File: config.mk
export PLATFORM = sky130hd
export DESIGN_NAME = triangle_max_path_sum_unit_flat
export DESIGN_NICKNAME = d
export VERILOG_FILES = /design/src/hdl/tmps_pkg.sv /design/src/hdl/tmps_value_if.sv /design/src/hdl/tmps_sum_if.sv /design/src/hdl/tmps_cfg_if.sv /design/src/hdl/tmps_row_buf.sv /design/src/hdl/triangle_max_path_sum_unit.sv /design/src/flat_wrapper.sv
export SDC_FILE = /design/constraint.sdc
export NUM_CORES = 1
export LEC_CHECK = 0
export ABC_AREA = 1
export BUFFER_PORTS_ARGS = -buffer_cell sky130_fd_sc_hd__buf_4
export CORE_MARGIN = 2
export CORE_UTILIZATION = 62
export DETAILED_ROUTE_END_ITERATION = 10
export PLACE_DENSITY_LB_ADDON = 0.15
export SLEW_MARGIN = 20
export SYNTH_ARGS = -nofsm -noshare
export SYNTH_HDL_FRONTEND = slang
export SYNTH_SLANG_ARGS = --single-unit
File: constraint.sdc
create_clock -name clk -period 6.5 [get_ports clk]
set_input_delay 1.95 -clock clk [delete_from_list [all_inputs] [get_ports clk]]
set_output_delay 1.95 -clock clk [all_outputs]
set_load 0.1 [all_outputs]
File: src/hdl/tmps_pkg.sv
// ----------------------------------------------------------------------------
// tmps_pkg
// Shared widths and constants for the triangle maximum path sum unit.
// ----------------------------------------------------------------------------
package tmps_pkg;

    localparam int VALUE_W      = 7;
    localparam int SUM_W        = 11;
    localparam int ROWS_CFG_W   = 5;
    localparam int DEF_MAX_ROWS = 16;

    localparam logic [ROWS_CFG_W-1:0] ROWS_RESET = 5'd15;
    localparam logic [SUM_W-1:0]      SUM_MAX    = 11'd2047;

    typedef logic [VALUE_W-1:0]    value_t;
    typedef logic [SUM_W-1:0]      sum_t;
    typedef logic [ROWS_CFG_W-1:0] rows_cfg_t;

endpackage

File: src/hdl/tmps_value_if.sv
// ----------------------------------------------------------------------------
// tmps_value_if
// Entry channel: one triangle entry per beat.
// ----------------------------------------------------------------------------
interface tmps_value_if
    import tmps_pkg::*;
();
    logic   valid;
    logic   ready;
    value_t value;

    modport source (output valid, output value, input ready);
    modport sink (input valid, input value, output ready);
endinterface

File: src/hdl/tmps_sum_if.sv
// ----------------------------------------------------------------------------
// tmps_sum_if
// Result channel: one maximum path sum per beat.
// ----------------------------------------------------------------------------
interface tmps_sum_if
    import tmps_pkg::*;
();
    logic valid;
    logic ready;
    sum_t max_sum;

    modport source (output valid, output max_sum, input ready);
    modport sink (input valid, input max_sum, output ready);
endinterface

File: src/hdl/tmps_cfg_if.sv
// ----------------------------------------------------------------------------
// tmps_cfg_if
// Configuration write channel: row count per beat.
// ----------------------------------------------------------------------------
interface tmps_cfg_if
    import tmps_pkg::*;
();
    logic      valid;
    logic      ready;
    rows_cfg_t row_count;

    modport source (output valid, output row_count, input ready);
    modport sink (input valid, input row_count, output ready);
endinterface

File: src/hdl/tmps_row_buf.sv
// ----------------------------------------------------------------------------
// tmps_row_buf
// Row buffer of best path sums: one write and one read port, read data
// registered, write-to-read forwarding on a same-cycle address match.
// ----------------------------------------------------------------------------
module tmps_row_buf
    import tmps_pkg::*;
#(
    parameter int MAX_ROWS = DEF_MAX_ROWS,
    parameter int IDX_W    = (MAX_ROWS > 1) ? $clog2(MAX_ROWS) : 1
)
(
    input  logic             clk,
    input  logic             rst_n,
    input  logic             rd_en,
    input  logic [IDX_W-1:0] rd_addr,
    output sum_t             rd_data,
    input  logic             wr_en,
    input  logic [IDX_W-1:0] wr_addr,
    input  sum_t             wr_data
);

    sum_t mem [MAX_ROWS];
    sum_t mem_q_reg;
    sum_t fwd_data_reg;
    logic fwd_hit_reg;
    logic fwd_hit_next;

    assign fwd_hit_next = rd_en && wr_en && (rd_addr == wr_addr);

    always_ff @(posedge clk)
    begin
        if (wr_en)
        begin
            mem[wr_addr] <= wr_data;
        end
        if (rd_en)
        begin
            mem_q_reg    <= mem[rd_addr];
            fwd_data_reg <= wr_data;
        end
    end

    always_ff @(posedge clk or negedge rst_n)
    begin
        if (!rst_n)
        begin
            fwd_hit_reg <= 1'b0;
        end
        else if (rd_en)
        begin
            fwd_hit_reg <= fwd_hit_next;
        end
    end

    assign rd_data = fwd_hit_reg ? fwd_data_reg : mem_q_reg;

endmodule

File: src/hdl/triangle_max_path_sum_unit.sv
// ----------------------------------------------------------------------------
// triangle_max_path_sum_unit
// Streams triangle entries row by row from the apex and returns the largest
// apex-to-base path sum after the last entry of the last row.
//
//   channel   dir   payload            beat
//   entry     in    value[6:0]         one triangle entry
//   result    out   max_sum[10:0]      one sum per triangle
//   cfg       in    row_count[4:0]     rows per triangle
//
// one entry per cycle while entry ready is high; an entry reads the row buffer
// on acceptance and writes its sum back in the following cycle. the last entry
// passes stage s1, then its sum enters the output queue and is offered.
// reset needs no buffer sweep. results wait in a two-beat output queue; entry
// ready drops only for a last entry when that queue, counting the sum in flight
// and a beat leaving this cycle, has no room. cfg is always ready.
// ----------------------------------------------------------------------------
module triangle_max_path_sum_unit
    import tmps_pkg::*;
#(
    parameter int MAX_ROWS = DEF_MAX_ROWS
)
(
    input  logic         clk,
    input  logic         rst_n,
    tmps_cfg_if.sink     cfg,
    tmps_value_if.sink   entry,
    tmps_sum_if.source   result
);

    localparam int IDX_W = (MAX_ROWS > 1) ? $clog2(MAX_ROWS) : 1;
    localparam int CNT_W = ($clog2(MAX_ROWS + 1) > ROWS_CFG_W) ?
                           $clog2(MAX_ROWS + 1) : ROWS_CFG_W;

    rows_cfg_t        row_count_reg;
    logic [IDX_W-1:0] row_index_reg;
    logic [IDX_W-1:0] row_index_next;
    logic [IDX_W-1:0] column_index_reg;
    logic [IDX_W-1:0] column_index_next;
    sum_t             left_parent_reg;
    sum_t             last_row_max_reg;
    sum_t             last_row_max_next;

    logic             s1_valid_reg;
    logic [IDX_W-1:0] s1_col_reg;
    logic             s1_first_row_reg;
    logic             s1_row_end_reg;
    logic             s1_last_row_reg;
    logic             s1_emit_reg;
    value_t           s1_value_reg;

    logic [1:0]       out_count_reg;
    logic [1:0]       out_count_next;
    logic [1:0]       out_pending;
    logic             out_push;
    logic             out_pop;
    sum_t             max_sum_reg;
    sum_t             max_sum_spare_reg;

    logic [CNT_W-1:0] eff_rows;
    logic             last_row;
    logic             row_end;
    logic             emit_in;
    logic             accept;

    sum_t             old_sum;
    sum_t             above;
    logic [SUM_W:0]   raw_sum;
    sum_t             new_sum;

    // effective row count
    always_comb
    begin
        eff_rows = CNT_W'(row_count_reg);
        if (row_count_reg == '0)
        begin
            eff_rows = CNT_W'(1);
        end
        if (eff_rows > CNT_W'(MAX_ROWS))
        begin
            eff_rows = CNT_W'(MAX_ROWS);
        end
    end

    assign last_row = (CNT_W'(row_index_reg) + CNT_W'(1)) >= eff_rows;
    assign row_end  = (column_index_reg >= row_index_reg);
    assign emit_in  = row_end && last_row;

    assign out_push    = s1_valid_reg && s1_emit_reg;
    assign out_pop     = (out_count_reg != 2'd0) && result.ready;
    assign out_pending = out_count_reg + 2'(out_push) - 2'(out_pop);

    assign entry.ready = !(emit_in && (out_pending >= 2'd2));
    assign accept      = entry.valid && entry.ready;
    assign cfg.ready   = 1'b1;

    // position of the next entry
    always_comb
    begin
        row_index_next    = row_index_reg;
        column_index_next = column_index_reg;
        if (row_end)
        begin
            column_index_next = '0;
            if (last_row)
            begin
                row_index_next = '0;
            end
            else
            begin
                row_index_next = row_index_reg + IDX_W'(1);
            end
        end
        else
        begin
            column_index_next = column_index_reg + IDX_W'(1);
        end
    end

    tmps_row_buf #(
        .MAX_ROWS (MAX_ROWS),
        .IDX_W    (IDX_W)
    ) u_row_buf (
        .clk     (clk),
        .rst_n   (rst_n),
        .rd_en   (accept),
        .rd_addr (column_index_reg),
        .rd_data (old_sum),
        .wr_en   (s1_valid_reg),
        .wr_addr (s1_col_reg),
        .wr_data (new_sum)
    );

    // parent selection and saturating add
    always_comb
    begin
        if (s1_first_row_reg)
        begin
            above = '0;
        end
        else if (s1_col_reg == '0)
        begin
            above = old_sum;
        end
        else if (s1_row_end_reg)
        begin
            above = left_parent_reg;
        end
        else
        begin
            above = (left_parent_reg > old_sum) ? left_parent_reg : old_sum;
        end
        raw_sum = {1'b0, above} + (SUM_W + 1)'(s1_value_reg);
        new_sum = raw_sum[SUM_W] ? SUM_MAX : raw_sum[SUM_W-1:0];
    end

    always_comb
    begin
        last_row_max_next = last_row_max_reg;
        if (s1_last_row_reg && ((s1_col_reg == '0) || (new_sum > last_row_max_reg)))
        begin
            last_row_max_next = new_sum;
        end
    end

    assign out_count_next = out_count_reg + 2'(out_push) - 2'(out_pop);

    always_ff @(posedge clk or negedge rst_n)
    begin
        if (!rst_n)
        begin
            row_count_reg    <= ROWS_RESET;
            row_index_reg    <= '0;
            column_index_reg <= '0;
            left_parent_reg  <= '0;
            last_row_max_reg <= '0;
            s1_valid_reg     <= 1'b0;
            out_count_reg    <= 2'd0;
        end
        else
        begin
            if (cfg.valid)
            begin
                row_count_reg <= cfg.row_count;
            end
            if (accept)
            begin
                row_index_reg    <= row_index_next;
                column_index_reg <= column_index_next;
            end
            s1_valid_reg  <= accept;
            out_count_reg <= out_count_next;
            if (s1_valid_reg)
            begin
                left_parent_reg <= old_sum;
                if (s1_emit_reg)
                begin
                    last_row_max_reg <= '0;
                end
                else
                begin
                    last_row_max_reg <= last_row_max_next;
                end
            end
        end
    end

    always_ff @(posedge clk)
    begin
        if (accept)
        begin
            s1_col_reg       <= column_index_reg;
            s1_first_row_reg <= (row_index_reg == '0);
            s1_row_end_reg   <= row_end;
            s1_last_row_reg  <= last_row;
            s1_emit_reg      <= emit_in;
            s1_value_reg     <= entry.value;
        end
        // two-beat output queue, head drives the result channel
        if (out_pop)
        begin
            if (out_count_reg == 2'd2)
            begin
                max_sum_reg <= max_sum_spare_reg;
                if (out_push)
                begin
                    max_sum_spare_reg <= last_row_max_next;
                end
            end
            else if (out_push)
            begin
                max_sum_reg <= last_row_max_next;
            end
        end
        else if (out_push)
        begin
            if (out_count_reg == 2'd0)
            begin
                max_sum_reg <= last_row_max_next;
            end
            else
            begin
                max_sum_spare_reg <= last_row_max_next;
            end
        end
    end

    assign result.valid   = (out_count_reg != 2'd0);
    assign result.max_sum = max_sum_reg;

    // output queue has room whenever a last entry completes
    a_out_slot_free: assert property (@(posedge clk) disable iff (!rst_n)
        (s1_valid_reg && s1_emit_reg) |-> (out_count_reg < 2'd2))
        else $error("result queue overrun");

    // a completed triangle shows up on the result channel next cycle
    a_emit_shows: assert property (@(posedge clk) disable iff (!rst_n)
        (s1_valid_reg && s1_emit_reg) |=> result.valid)
        else $error("result beat missing");

    // column never passes the row it belongs to
    a_col_in_row: assert property (@(posedge clk) disable iff (!rst_n)
        column_index_reg <= row_index_reg)
        else $error("column index beyond row");

endmodule

File: src/flat_wrapper.sv
// flat-port wrapper written by rule: the top's interface ports become plain ports
module triangle_max_path_sum_unit_flat import tmps_pkg::*;
#(
    parameter int MAX_ROWS = DEF_MAX_ROWS
)
  (clk, rst_n, cfg_valid, cfg_row_count, cfg_ready, entry_valid, entry_value, entry_ready, result_valid, result_max_sum, result_ready);
  tmps_cfg_if cfg_i ();
  tmps_value_if entry_i ();
  tmps_sum_if result_i ();
  input  logic clk;
  input  logic rst_n;
  input wire logic [$bits(cfg_i.valid)-1:0] cfg_valid;
  input wire logic [$bits(cfg_i.row_count)-1:0] cfg_row_count;
  output wire logic [$bits(cfg_i.ready)-1:0] cfg_ready;
  input wire logic [$bits(entry_i.valid)-1:0] entry_valid;
  input wire logic [$bits(entry_i.value)-1:0] entry_value;
  output wire logic [$bits(entry_i.ready)-1:0] entry_ready;
  output wire logic [$bits(result_i.valid)-1:0] result_valid;
  output wire logic [$bits(result_i.max_sum)-1:0] result_max_sum;
  input wire logic [$bits(result_i.ready)-1:0] result_ready;
  assign cfg_i.valid = cfg_valid;
  assign cfg_i.row_count = cfg_row_count;
  assign cfg_ready = cfg_i.ready;
  assign entry_i.valid = entry_valid;
  assign entry_i.value = entry_value;
  assign entry_ready = entry_i.ready;
  assign result_valid = result_i.valid;
  assign result_max_sum = result_i.max_sum;
  assign result_i.ready = result_ready;
  triangle_max_path_sum_unit #(.MAX_ROWS(MAX_ROWS)) u_core (.clk(clk), .rst_n(rst_n), .cfg(cfg_i), .entry(entry_i), .result(result_i));
endmodule
* Word level (Yosys, flattened, before mapping)
Memories as Yosys holds them, arrays and structs flattened. A register that Yosys moved wholly into a read port is not among the register bits.
Cells that the tools add are included.
** Storage, ports and cells
- Register bits :: 87
- Bits in latches :: 0
- Memory bits (writable) :: 176
- Memory bits (read-only) :: 0
- Output and inout port bits :: 14
- Memories :: 1
** Memories
- u_core.u_row_buf.mem :: depth 16, bits a word 11, rd ports 1, clocked after memory_dff 1, wr ports 1, RTL line tmps_row_buf.sv:23 : sum_t mem [MAX_ROWS];
** Cells by class
- Add/sub/neg operators :: 6
- Multipliers :: 0
- Div/mod/pow operators :: 0
- Magnitude comparators :: 6
- Eq/ne operators :: 4
- Shifts and indexed selects :: 0
- Mux-type cells :: 23
- Bitwise logic cells :: 0
- Reduce and logical (&&, ||, !) cells :: 21
** Operators with widths (count)
- $mux W11 :: 17
- $gt A11 B11 Y1 :: 2
- $add A11 B7 Y12 :: 1
- $mux W5 :: 2
- $add A4 B1 Y4 const B :: 2
- $logic_and A1 B1 Y1 :: 8
- $logic_not A4 Y1 :: 2
- $mux W4 :: 2
- $reduce_bool A2 Y1 :: 4
- $reduce_and A3 Y1 :: 2
- $add A4 B1 Y5 const B :: 1
- $ge A5 B5 Y1 :: 1
- $gt A5 B5 Y1 const B :: 1
- $logic_not A5 Y1 :: 1
- $eq A4 B4 Y1 :: 1
- $ge A4 B4 Y1 :: 1
- $add A2 B1 Y2 :: 1
- $eq A2 B2 Y1 const B :: 1
- $ge A2 B2 Y1 const B :: 1
- $logic_not A2 Y1 :: 1
- $mux W1 :: 2
- $ne A2 B1 Y1 const B :: 1
- $ne A2 B2 Y1 const B :: 1
- $reduce_and A2 Y1 :: 1
- other kinds (3) :: 3

* Depth between registers and ports, before layout
Gate-level depths: netlist (run 1).
- Depth in word-level cells :: 15
- Depth in mapped cells :: 40
- Gate-level depth less buffers :: 38

* Hierarchy
From an unflattened synthesis (run 1), not the netlist that was laid out.
** Unflattened totals
- Cells, all modules :: 1319
- Area total of the unflattened synthesis :: 13095.1 µm²
** By module, submodules not included
- tmps_row_buf :: times used 1, cells each 785, area each 8501.9 µm²
- triangle_max_path_sum_unit :: times used 1, cells each 534, area each 4593.2 µm²

* Worst setup path after synthesis (run 1)
Ideal clock, no wire load.
- Path kind :: register -> register
- Start point :: register u_core.u_row_buf.fwd_hit_reg
- End point :: register u_core.max_sum_reg[6] (netlist: u_core.result.max_sum[6]) (data pin)
- Library setup time :: 259 ps
- Data arrival time :: 5354 ps
- Setup slack :: 887 ps
- Stages on the path, launching flop included :: 34
- Path buffers :: 4
- Clock period less this slack :: 5613 ps
- Path through :: dfrtp_1 > buf_4 > inv_1 > or2_2 > o21ai_0 > inv_1 > ha_1 > nand2_1 > nor2_1 > nand4_1 > nand3_4 > buf_1 > a211oi_1 > ha_1 > a21oi_1 > inv_1 > a31oi_1 > nor3_1 > nor2_1 > nor2_4 > nand3b_4 > buf_6 > nand2_1 > ha_1 > nand2_1 > nor4_1 > nand4_1 > nand2_1 > nand2_1 > nand2_1 > clkinv_1 > clkbuf_1 > o211ai_1 > nand2_1
** On the way
- Cells in the longest elaborated chain, start to end :: 15
- Elaborated cells on any way between the ends :: 17
- Those cells by class :: add/sub (1); order compare (2); mux (12); reduce/logical (2)
** RTL lines
- start, declared :: RTL line tmps_row_buf.sv:26 : logic fwd_hit_reg;
- start signal, assigned :: RTL line tmps_row_buf.sv:52 : fwd_hit_reg <= fwd_hit_next;
- $mux W11 * :: RTL line tmps_row_buf.sv:56 : assign rd_data = fwd_hit_reg ? fwd_data_reg : mem_q_reg;
- via u_core.old_sum[0] :: RTL line triangle_max_path_sum_unit.sv:66 : sum_t old_sum;
- $gt A11 B11 Y1 :: RTL line triangle_max_path_sum_unit.sv:151 : above = (left_parent_reg > old_sum) ? left_parent_reg : old_sum;
- $mux W11 :: RTL line triangle_max_path_sum_unit.sv:151
- $mux W11 :: RTL line triangle_max_path_sum_unit.sv:145 : else if (s1_row_end_reg)
- $mux W11 * :: RTL line triangle_max_path_sum_unit.sv:141 : else if (s1_col_reg == '0)
- $mux W11 * :: RTL line triangle_max_path_sum_unit.sv:137 : if (s1_first_row_reg)
- $add A11 B7 Y12 * :: RTL line triangle_max_path_sum_unit.sv:153 : raw_sum = {1'b0, above} + (SUM_W + 1)'(s1_value_reg);
- $mux W11 * :: RTL line triangle_max_path_sum_unit.sv:154 : new_sum = raw_sum[SUM_W] ? SUM_MAX : raw_sum[SUM_W-1:0];
- via u_core.new_sum[6] :: RTL line triangle_max_path_sum_unit.sv:69 : sum_t new_sum;
- $gt A11 B11 Y1 :: RTL line triangle_max_path_sum_unit.sv:160 : if (s1_last_row_reg && ((s1_col_reg == '0) || (new_sum > last_row_max_reg)))
- $logic_or A1 B1 Y1 :: RTL line triangle_max_path_sum_unit.sv:160
- $logic_and A1 B1 Y1 :: RTL line triangle_max_path_sum_unit.sv:160
- $mux W11 * :: RTL line triangle_max_path_sum_unit.sv:160
- $mux W11 (on tied branches) :: RTL line triangle_max_path_sum_unit.sv:237, triangle_max_path_sum_unit.sv:230
- $mux W11 (on tied branches) :: RTL line triangle_max_path_sum_unit.sv:235, triangle_max_path_sum_unit.sv:222
- $mux W11 * :: RTL line triangle_max_path_sum_unit.sv:220 : if (out_pop)
- end signal, assigned :: RTL line triangle_max_path_sum_unit.sv:224 : max_sum_reg <= max_sum_spare_reg;
- end signal, assigned :: RTL line triangle_max_path_sum_unit.sv:232 : max_sum_reg <= last_row_max_next;
- end signal, assigned :: RTL line triangle_max_path_sum_unit.sv:239 : max_sum_reg <= last_row_max_next;
- end, declared :: RTL line triangle_max_path_sum_unit.sv:57 : sum_t max_sum_reg;
Mark *: on every way through the listed nets, which the timed path passes. The rest lies on a longest branch. The select of a mux whose other input is x is not followed.
A chain may end at the register's enable or synchronous reset.

* Worst setup path in the final report (run 1)
- Start point :: register u_core.u_row_buf.fwd_hit_reg
- End point :: register u_core.max_sum_reg[2] (netlist: u_core.result.max_sum[2]) (data pin)
** On the way
- Cells in the longest elaborated chain, start to end :: 15
- Elaborated cells on any way between the ends :: 17
- Those cells by class :: add/sub (1); order compare (2); mux (12); reduce/logical (2)
** RTL lines (RTL line)
- $mux W11 * :: tmps_row_buf.sv:56
- $gt A11 B11 Y1 :: triangle_max_path_sum_unit.sv:151
- $mux W11 :: triangle_max_path_sum_unit.sv:151
- $mux W11 :: triangle_max_path_sum_unit.sv:145
- $mux W11 * :: triangle_max_path_sum_unit.sv:141
- $mux W11 * :: triangle_max_path_sum_unit.sv:137
- $add A11 B7 Y12 * :: triangle_max_path_sum_unit.sv:153
- $mux W11 * :: triangle_max_path_sum_unit.sv:154
- via u_core.new_sum[4] :: triangle_max_path_sum_unit.sv:69
- $gt A11 B11 Y1 * :: triangle_max_path_sum_unit.sv:160
- $logic_or A1 B1 Y1 * :: triangle_max_path_sum_unit.sv:160
- $logic_and A1 B1 Y1 * :: triangle_max_path_sum_unit.sv:160
- $mux W11 * :: triangle_max_path_sum_unit.sv:160
- $mux W11 (on tied branches) :: triangle_max_path_sum_unit.sv:237, triangle_max_path_sum_unit.sv:230
- $mux W11 (on tied branches) :: triangle_max_path_sum_unit.sv:235, triangle_max_path_sum_unit.sv:222
- $mux W11 * :: triangle_max_path_sum_unit.sv:220
Marked as above.

==> impl_metrics.toml, run 1 <==
[timing]
period_minus_slack_ns = 5.97
fmaxAchievable_mhz = 168
max_slew_margin_pct = 22.8
hold_violations = 0
drv_slew = 0
worstMarginPinSlew_ns = 1.15
finalCritPeriodShare_pct = 91.8
fin_skew_ns = 0.0166
setup-violations-final = 0

[grt]
grt_start_max_net_pins = 93
grt_antenna_before_repair = 0
grt_pass1_wl_um = 42700
grt_pass1_vias = 7818
met2_usage_pct = 43.4
grt_use_met3_pct = 3.32
busiest_layer = "met2"
grt-ovfl-total = 0
track_usage_pct = 27.2
met1_usage_pct = 39.4

[place]
post_dp_cell_area_um2 = 12800
gp_congestion = 0.854
place_hpwl_um = 16900
placedCellCount = 1337
port-buffer-count = 29

[hold_path]
hold_path_end = "u_core.row_count_reg[2]"
hp-start = "u_core.row_count_reg[2]"
whs_path_depth = 2
hold_path_class = "reg2reg"

[cells_and_area]
stdcell_count = 1392
final_cell_mix = "edfxtp_1 (235), nand2_1 (213), o21ai_0 (87), nor2_1 (83), inv_1 (68)"
drive_gt1_share_pct = 12.6
n_antenna_cell = 0
largest_register = "u_core.u_row_buf.mem"
design_area_um2 = 13900
area_delta_synth_final_pct = 13.0
mostFrequentLayoutCell = "edfxtp_1"
largest_reg_flops = 176
finalNetCount = 1166

[run]
max_cap_viol_count = 0

[logic_synthesis]
yosysWarnings = 0
synth_xor_area_share_pct = 0.785
synth.area.mux_share_pct = 0.907
synth_fa_ha_area_share_pct = 4.55
syn-num-nets = 1133
ys_seq_area_share_pct = 65.5
synth_cells = 1072
async_reset_ff_share_pct = 14.2
synth_edf_count = 235
ys_types = 47
syn_avg_cell_area_um2 = 11.5
synth_top_family_by_area = "simple AND/OR/NAND/NOR gates"
synthesis.area_um2 = 12300
synth_ff_type = "edfxtp_1"
synth_compound_area_share_pct = 9.91
ys_ff_latch = 274
synth-simple-area-share_pct = 14.3

[worst_setup_path]
critPathMaxStageDelay_ns = 0.43
required_ns = 6.81
cp_max_fo = 35
worst-setup-path-type = "reg2reg"
rr_startpoint = "u_core.u_row_buf.fwd_hit_reg"
cp-start-kind = "flop"
timing.reg2reg.setup_slack_ns = 0.53
cpMostUsedCell = "nand2_1"
critPathSlowestCell = "dfrtp_2"
reg2reg_depth = 35
r2r_end = "u_core.result.max_sum[2]"
endpoint_kind = "flop"
critPathArrivalTime_ns = 6.28

[clock_network]
clk_latency_ns = 0.56
clk_pin_slew_ns = 0.06
cts_buffers = 28
cts_tree = "built"
cts_sinks = 274
cts.path.max_buffers = 3
cts-htree-levels = 1
cts_root_buffer = "clkbuf_16"

[floorplan]
dieWidth_um = 145
rows = 51
start_util_pct = 63.1
core-area_um2 = 19500
boundaryPins = 31
fp.dieH_um = 145
die_area_um2 = 20900

[route]
drc_errors = 0
drtIter0Drc = 823
drt-total-wl_um = 27600
via_per_inst = 5.94
ant_nets = 0
first_pass_iters = 5
num_vias = 8265
wl_per_cell_um = 19.8

[status]
outcome = "finished, final reports clean"
-- cell usage after synthesis (10+ instances only) --
library cell  count  area share, %
edfxtp_1        235             57
nand2_1         214            6.5
nor2_1           93            2.8
o21ai_0          87            3.5
inv_1            70            2.1
nand3_1          55            2.2
ha_1             43            4.4
clkbuf_1         41            1.3
a21oi_1          38            1.5
dfrtp_1          35            7.1
nand4_1          19           0.97
o211ai_1         16           0.98
o22ai_1          15           0.76
a221oi_1         12           0.86
o221ai_1         11           0.78
mux2i_1          10           0.82
-- per-layer routing --
layer,vias to the layer above,share of wire (%),wire (um)
met3,60,6.8,1890
met1,3986,43,11900
met2,318,47,13000
met5,-,0,0
li1,3901,-,-
met4,0,3.0,826
-- metrics by stage --
| stage | setup WS [ns] | utilization [%] | setup TNS, ns | hold WS [ns] |
|---|---|---|---|---|
| after floorplan | 0.887 | - | 0 | 0.449 |
| after global placement | 0.483 | 65.7 | 0 | 0.468 |
| after detailed placement | 0.239 | 65.7 | 0 | 0.483 |
| after CTS | 0.166 | 70.8 | 0 | 0.495 |
| after global routing | -0.0117 | 71.3 | -0.0243 | 0.508 |
| final | 0.531 | 71.3 | 0 | 0.495 |
-- worst max-delay path by stage --
stage                                             from                  endpoint  slack (ns)  cells past startpoint
after detailed placement  u_core.u_row_buf.fwd_hit_reg  u_core.result.max_sum[0]        0.24                     33
after global placement    u_core.u_row_buf.fwd_hit_reg  u_core.result.max_sum[3]        0.48                     33
after global routing      u_core.u_row_buf.fwd_hit_reg  u_core.result.max_sum[2]       -0.01                     37
after CTS                 u_core.u_row_buf.fwd_hit_reg  u_core.result.max_sum[2]        0.17                     33
final                     u_core.u_row_buf.fwd_hit_reg  u_core.result.max_sum[2]        0.53                     35
after floorplan           u_core.u_row_buf.fwd_hit_reg  u_core.result.max_sum[6]        0.89                     33
-- area by class of cell --
type                       instances  area, um^2
tap                              265         332
sequential                       274        8040
timing repair buffer              54         425
fill                            1350        5590
clock inverter                    16         245
clock buffer                      36         751
inverter                          74         278
multi-input combinational        673        3800
-- logic make-up after synthesis --
group	after synthesis
flip-flops	274
adder cells (fa/ha/maj)	44
AND/OR/NAND/NOR	404
multiplexers	11
buffers and inverters	125
AO/OA/AOI/OAI	202
XOR/XNOR	11
other	1
-- timing repair --
item | CTS | global route
hold buffers | 0 | 0
buffers inserted | 0 | 3
resized for setup | 0 | 10
endpoints found under the setup margin | 0 | 33
-- worst max-delay path, delay by kind of cell, from the launching register on --
family                     cells  cell delay, ns
muxes                          1            0.41
DFF                            1            0.43
adders and majority gates      3            0.82
buffers and inverters          8            1.07
and+or+nand+nor               16            1.92
AOI/OAI and AO/OA              7            1.05
Power of run 1 is left out: the tool's default activity adds up to more than one toggle a clock period on the data nets, which glitch-free logic cannot reach.
==> run 2: changes to the inputs <==
==> constraint.sdc (replaced) <==
create_clock -name clk -period 6.5 [get_ports clk]
set_input_delay 0.975 -clock clk [delete_from_list [all_inputs] [get_ports clk]]
set_output_delay 0.975 -clock clk [all_outputs]
set_load 0.1 [all_outputs]
==> impl_metrics.toml, run 2 (same netlist as run 1, synthesis figures left out) <==
[status]
outcome = "finished, final reports clean"

[timing]
period_minus_slack_ns = 5.92
setup-violations-final = 0
fmaxAchievable_mhz = 169
finalCritPeriodShare_pct = 91.0
rsz0062_at_grt = "false"
drv_slew = 0
max_slew_margin_pct = 31.3
fin_skew_ns = 0.0179
worstMarginPinSlew_ns = 1.03
hold_violations = 0
finalSetupTns_ns = 0

[clock_network]
cts_buffers = 28
cts_root_buffer = "clkbuf_16"
cts_sinks = 274
clk_pin_slew_ns = 0.06
cts.path.max_buffers = 3
cts_hold_buf = 0
cts_tree = "built"
cts-htree-levels = 1
cts_setup_buffers = 0
cts-resized-gates = 0
clk_latency_ns = 0.55

[worst_setup_path]
cpMostUsedCell = "nand2_1"
endpoint_kind = "flop"
r2r_end = "u_core.result.max_sum[6]"
worst-setup-path-type = "reg2reg"
critPathSlowestCell = "dfrtp_2"
reg2reg_depth = 31
timing.reg2reg.setup_slack_ns = 0.58
rr_startpoint = "u_core.u_row_buf.fwd_hit_reg"
critPathMaxStageDelay_ns = 0.46
cp_max_fo = 35
startpoint = "u_core.u_row_buf.fwd_hit_reg"
critPathArrivalTime_ns = 6.20
required_ns = 6.78
cp-start-kind = "flop"

[hold_path]
hold_path_class = "in2async"

[route]
first_pass_iters = 5
ant_nets = 0
num_vias = 8212
via_per_inst = 5.91
drtIter0Drc = 670
drt-total-wl_um = 26900
drc_errors = 0
wl_per_cell_um = 19.4

[cells_and_area]
fin_util_pct = 71.0
drive_gt1_share_pct = 12.2
largest_register = "u_core.u_row_buf.mem"
area_delta_synth_final_pct = 12.5
n_antenna_cell = 0
final_cell_mix = "edfxtp_1 (235), nand2_1 (213), o21ai_0 (87), nor2_1 (81), inv_1 (68)"
stdcell_count = 1389
finalNetCount = 1163
mostFrequentLayoutCell = "edfxtp_1"
largest_reg_flops = 176
nFillCells = 1379

[floorplan]
dieWidth_um = 145
core-area_um2 = 19500
start_util_pct = 63.1
boundaryPins = 31
die_area_um2 = 20900
rows = 51
fp.dieH_um = 145

[place]
place_hpwl_um = 16800
gp_congestion = 0.873
placedCellCount = 1337
port-buffer-count = 29

[grt]
grt_pass1_wl_um = 42000
grt_start_max_net_pins = 93
grt_antenna_before_repair = 0
grt-ovfl-total = 0
track_usage_pct = 26.5
grt_pass1_vias = 7781

[run]
max_cap_viol_count = 0
run 2: changes by cell type in the layout (fill, tap and decap cells not counted), sizes merged:
cell / change
buf: -3
bufinv: +1
clkinv: +1
clkinvlp: -2
run 2: how the worst max path moves through the flow:
stage,end,cells after the start,slack [ns]
after global placement,u_core.result.max_sum[10],32,0.55
after floorplan,u_core.result.max_sum[6],33,0.89
after global routing,u_core.result.max_sum[6],33,0.04
final,u_core.result.max_sum[6],31,0.58
after CTS,u_core.result.max_sum[6],31,0.37
after detailed placement,u_core.result.max_sum[10],31,0.41
run 2: stage by stage:
step                worst slack, ns  area [um^2]  hold WS, ns
floorplan                     0.887        12300        0.449
global placement              0.551        12800        0.476
detailed placement            0.406        12800        0.489
CTS                           0.366        13800        0.430
global route                 0.0436        13800        0.446
finish                        0.584        13800        0.425
run 2: worst max-delay path: cells and delay by family, from the launching register on:
family	cells	cell delay, ns
buf+inv	5	0.81
compound gates	7	1.54
fa+ha+maj	3	0.91
simple gates	16	1.92
flops	1	0.46
run 2: per-layer routing:
| metal | track usage, % | vias up | routed length [um] | part of all wire, % |
|---|---|---|---|---|
| met1 | 38.8 | 3968 | 11900 | 44 |
| met2 | 41.3 | 298 | 12500 | 47 |
| met3 | 3.78 | 55 | 1760 | 6.5 |
| li1 | - | 3891 | - | - |
| met4 | 9.15 | 0 | 777 | 2.9 |
| met5 | 0 | - | 0 | 0 |
run 2: layout make-up:
class                           instances  area [um^2]  share of cell area, %
Clock inverter                         16          243                   1.76
Inverter                               74          278                   2.01
Multi-Input combinational cell        673         3780                   27.4
Clock buffer                           36          751                   5.43
Timing Repair Buffer                   51          387                   2.80
Sequential cell                       274         8040                   58.2
Tap cell                              265          332                   2.40
Power of run 2 is left out for the same reason.
==> run 3: changes to the inputs <==
- CORE_MARGIN: 2 -> 4
- CORE_UTILIZATION: 62 -> 56
- clock period: 6.5 -> 4.94 ns (I/O delays scaled with it)
==> impl_metrics.toml, run 3 (same netlist as run 1, synthesis figures left out) <==
[cells_and_area]
drive_gt1_share_pct = 24.1
finalNetCount = 1247
mostFrequentLayoutCell = "edfxtp_1"
design_area_um2 = 15100
area_delta_synth_final_pct = 22.9
largest_reg_flops = 176
fin_util_pct = 70.9
largest_register = "u_core.u_row_buf.mem"
n_antenna_cell = 0
final_cell_mix = "edfxtp_1 (235), nand2_1 (187), buf_4 (121), nor2_1 (84), o21ai_0 (83)"

[timing]
hold_violations = 0
final.setup.worst_slack_ns = -0.204
setup-violations-final = 32
worstMarginPinSlew_ns = 1.09
finalCritPeriodShare_pct = 104
drv_slew = 0
fin_skew_ns = 0.0401
max_slew_margin_pct = 27.5
period_minus_slack_ns = 5.14
fmaxAchievable_mhz = 194
rsz0062_at_grt = "true"

[place]
port-buffer-count = 29
post_dp_cell_area_um2 = 13500
place_hpwl_um = 17800
gp_congestion = 0.887
dp_slack_ns = -0.283

[grt]
track_usage_pct = 24.5
grt-ovfl-total = 0
grt_pass1_vias = 8349
grt_start_max_net_pins = 93
grt_pass1_wl_um = 46000
grt_antenna_before_repair = 0

[clock_network]
clk_pin_slew_ns = 0.06
cts_buffers = 28
cts_hold_buf = 0
cts_root_buffer = "clkbuf_16"
cts_sinks = 274
cts-htree-levels = 1
cts_tree = "built"
cts.path.max_buffers = 3
clk_latency_ns = 0.56

[hold_path]
hold_path_class = "in2async"

[status]
outcome = "complete, but fails checks"
failed_checks = "negative setup slack"

[route]
wl_per_cell_um = 20.0
num_vias = 8652
via_per_inst = 5.83
drc_errors = 0
ant_nets = 0
first_pass_iters = 5
drt-total-wl_um = 29600
drtIter0Drc = 776

[floorplan]
core-area_um2 = 21300
start_util_pct = 57.7
boundaryPins = 31
fp.dieH_um = 156
rows = 53
dieWidth_um = 156
die_area_um2 = 24400

[worst_setup_path]
worst-setup-path-type = "reg2reg"
critPathMaxStageDelay_ns = 0.42
cp_max_fo = 8
cp-start-kind = "flop"
reg2reg_depth = 37
required_ns = 5.22
cpMostUsedCell = "nand2_2"
critPathSlowestCell = "dfrtp_1"
r2r_end = "u_core.result.max_sum[5]"
rr_startpoint = "u_core.u_row_buf.fwd_hit_reg"
timing.reg2reg.setup_slack_ns = -0.20
endpoint_kind = "flop"
critPathArrivalTime_ns = 5.43

[run]
max_cap_viol_count = 0
[run 3: cell count changes in the layout (fill, tap and decap cells not counted), sizes merged]
cell and delta:
buf +82, clkinvlp +1, clkinv -1, bufinv -2, clkbuf +4
[run 3: worst max path at each step]
stage                                      endpoint  cells after the start                    startpoint
after floorplan            u_core.result.max_sum[6]                     36  u_core.u_row_buf.fwd_hit_reg
after global placement    u_core.result.max_sum[10]                     32  u_core.u_row_buf.fwd_hit_reg
after detailed placement  u_core.result.max_sum[10]                     34  u_core.u_row_buf.fwd_hit_reg
after CTS                  u_core.result.max_sum[4]                     33  u_core.u_row_buf.fwd_hit_reg
after global routing       u_core.result.max_sum[7]                     39  u_core.u_row_buf.fwd_hit_reg
final                      u_core.result.max_sum[5]                     37  u_core.u_row_buf.fwd_hit_reg
[run 3: worst max-delay path, delay by kind of cell, from the launching register on]
kind	cells	cell delay, ns
XOR/XNOR	1	0.18
AND/OR/NAND/NOR	22	1.86
flip-flops	1	0.42
adder cells (fa/ha/maj)	3	0.76
AO/OA/AOI/OAI	3	0.48
buffers and inverters	7	0.98
multiplexers	1	0.20
[run 3: final cells by class]
type | instances | area (um^2)
timing repair inverter | 2 | 32.5
sequential | 274 | 8040
clock inverter | 12 | 185
inverter | 74 | 293
timing repair buffer | 133 | 1070
multi-input combinational | 673 | 4330
clock buffer | 40 | 796
tap | 275 | 344
fill | 1467 | 6200
[run 3: through the flow]
stage	setup TNS [ns]	std cells	hold slack (ns)
2_1_floorplan	-0.700	1072	0.445
3_3_place_gp	-0.168	1402	0.464
3_5_place_dp	-5.44	1402	0.465
4_1_cts	-1.14	1481	0.179
5_1_grt	-14.51	1483	0.210
6_report	-4.18	1483	0.178
[run 3: metal layers]
layer / global-route usage [%] / part of all wire (%)
met5: 0 / 0
met4: 6.46 / 2.2
met2: 39.7 / 48
met3: 4.36 / 6.8
met1: 34.7 / 43
[run 3: what timing repair did]
action,4_1_cts,5_1_grt
buffers inserted,25,2
pin swaps,27,30
cloned,2,0
endpoints found under the setup margin,33,33
gates resized for setup,76,13
endpoints found under the hold margin,0,0
Power of run 3 is left out for the same reason.
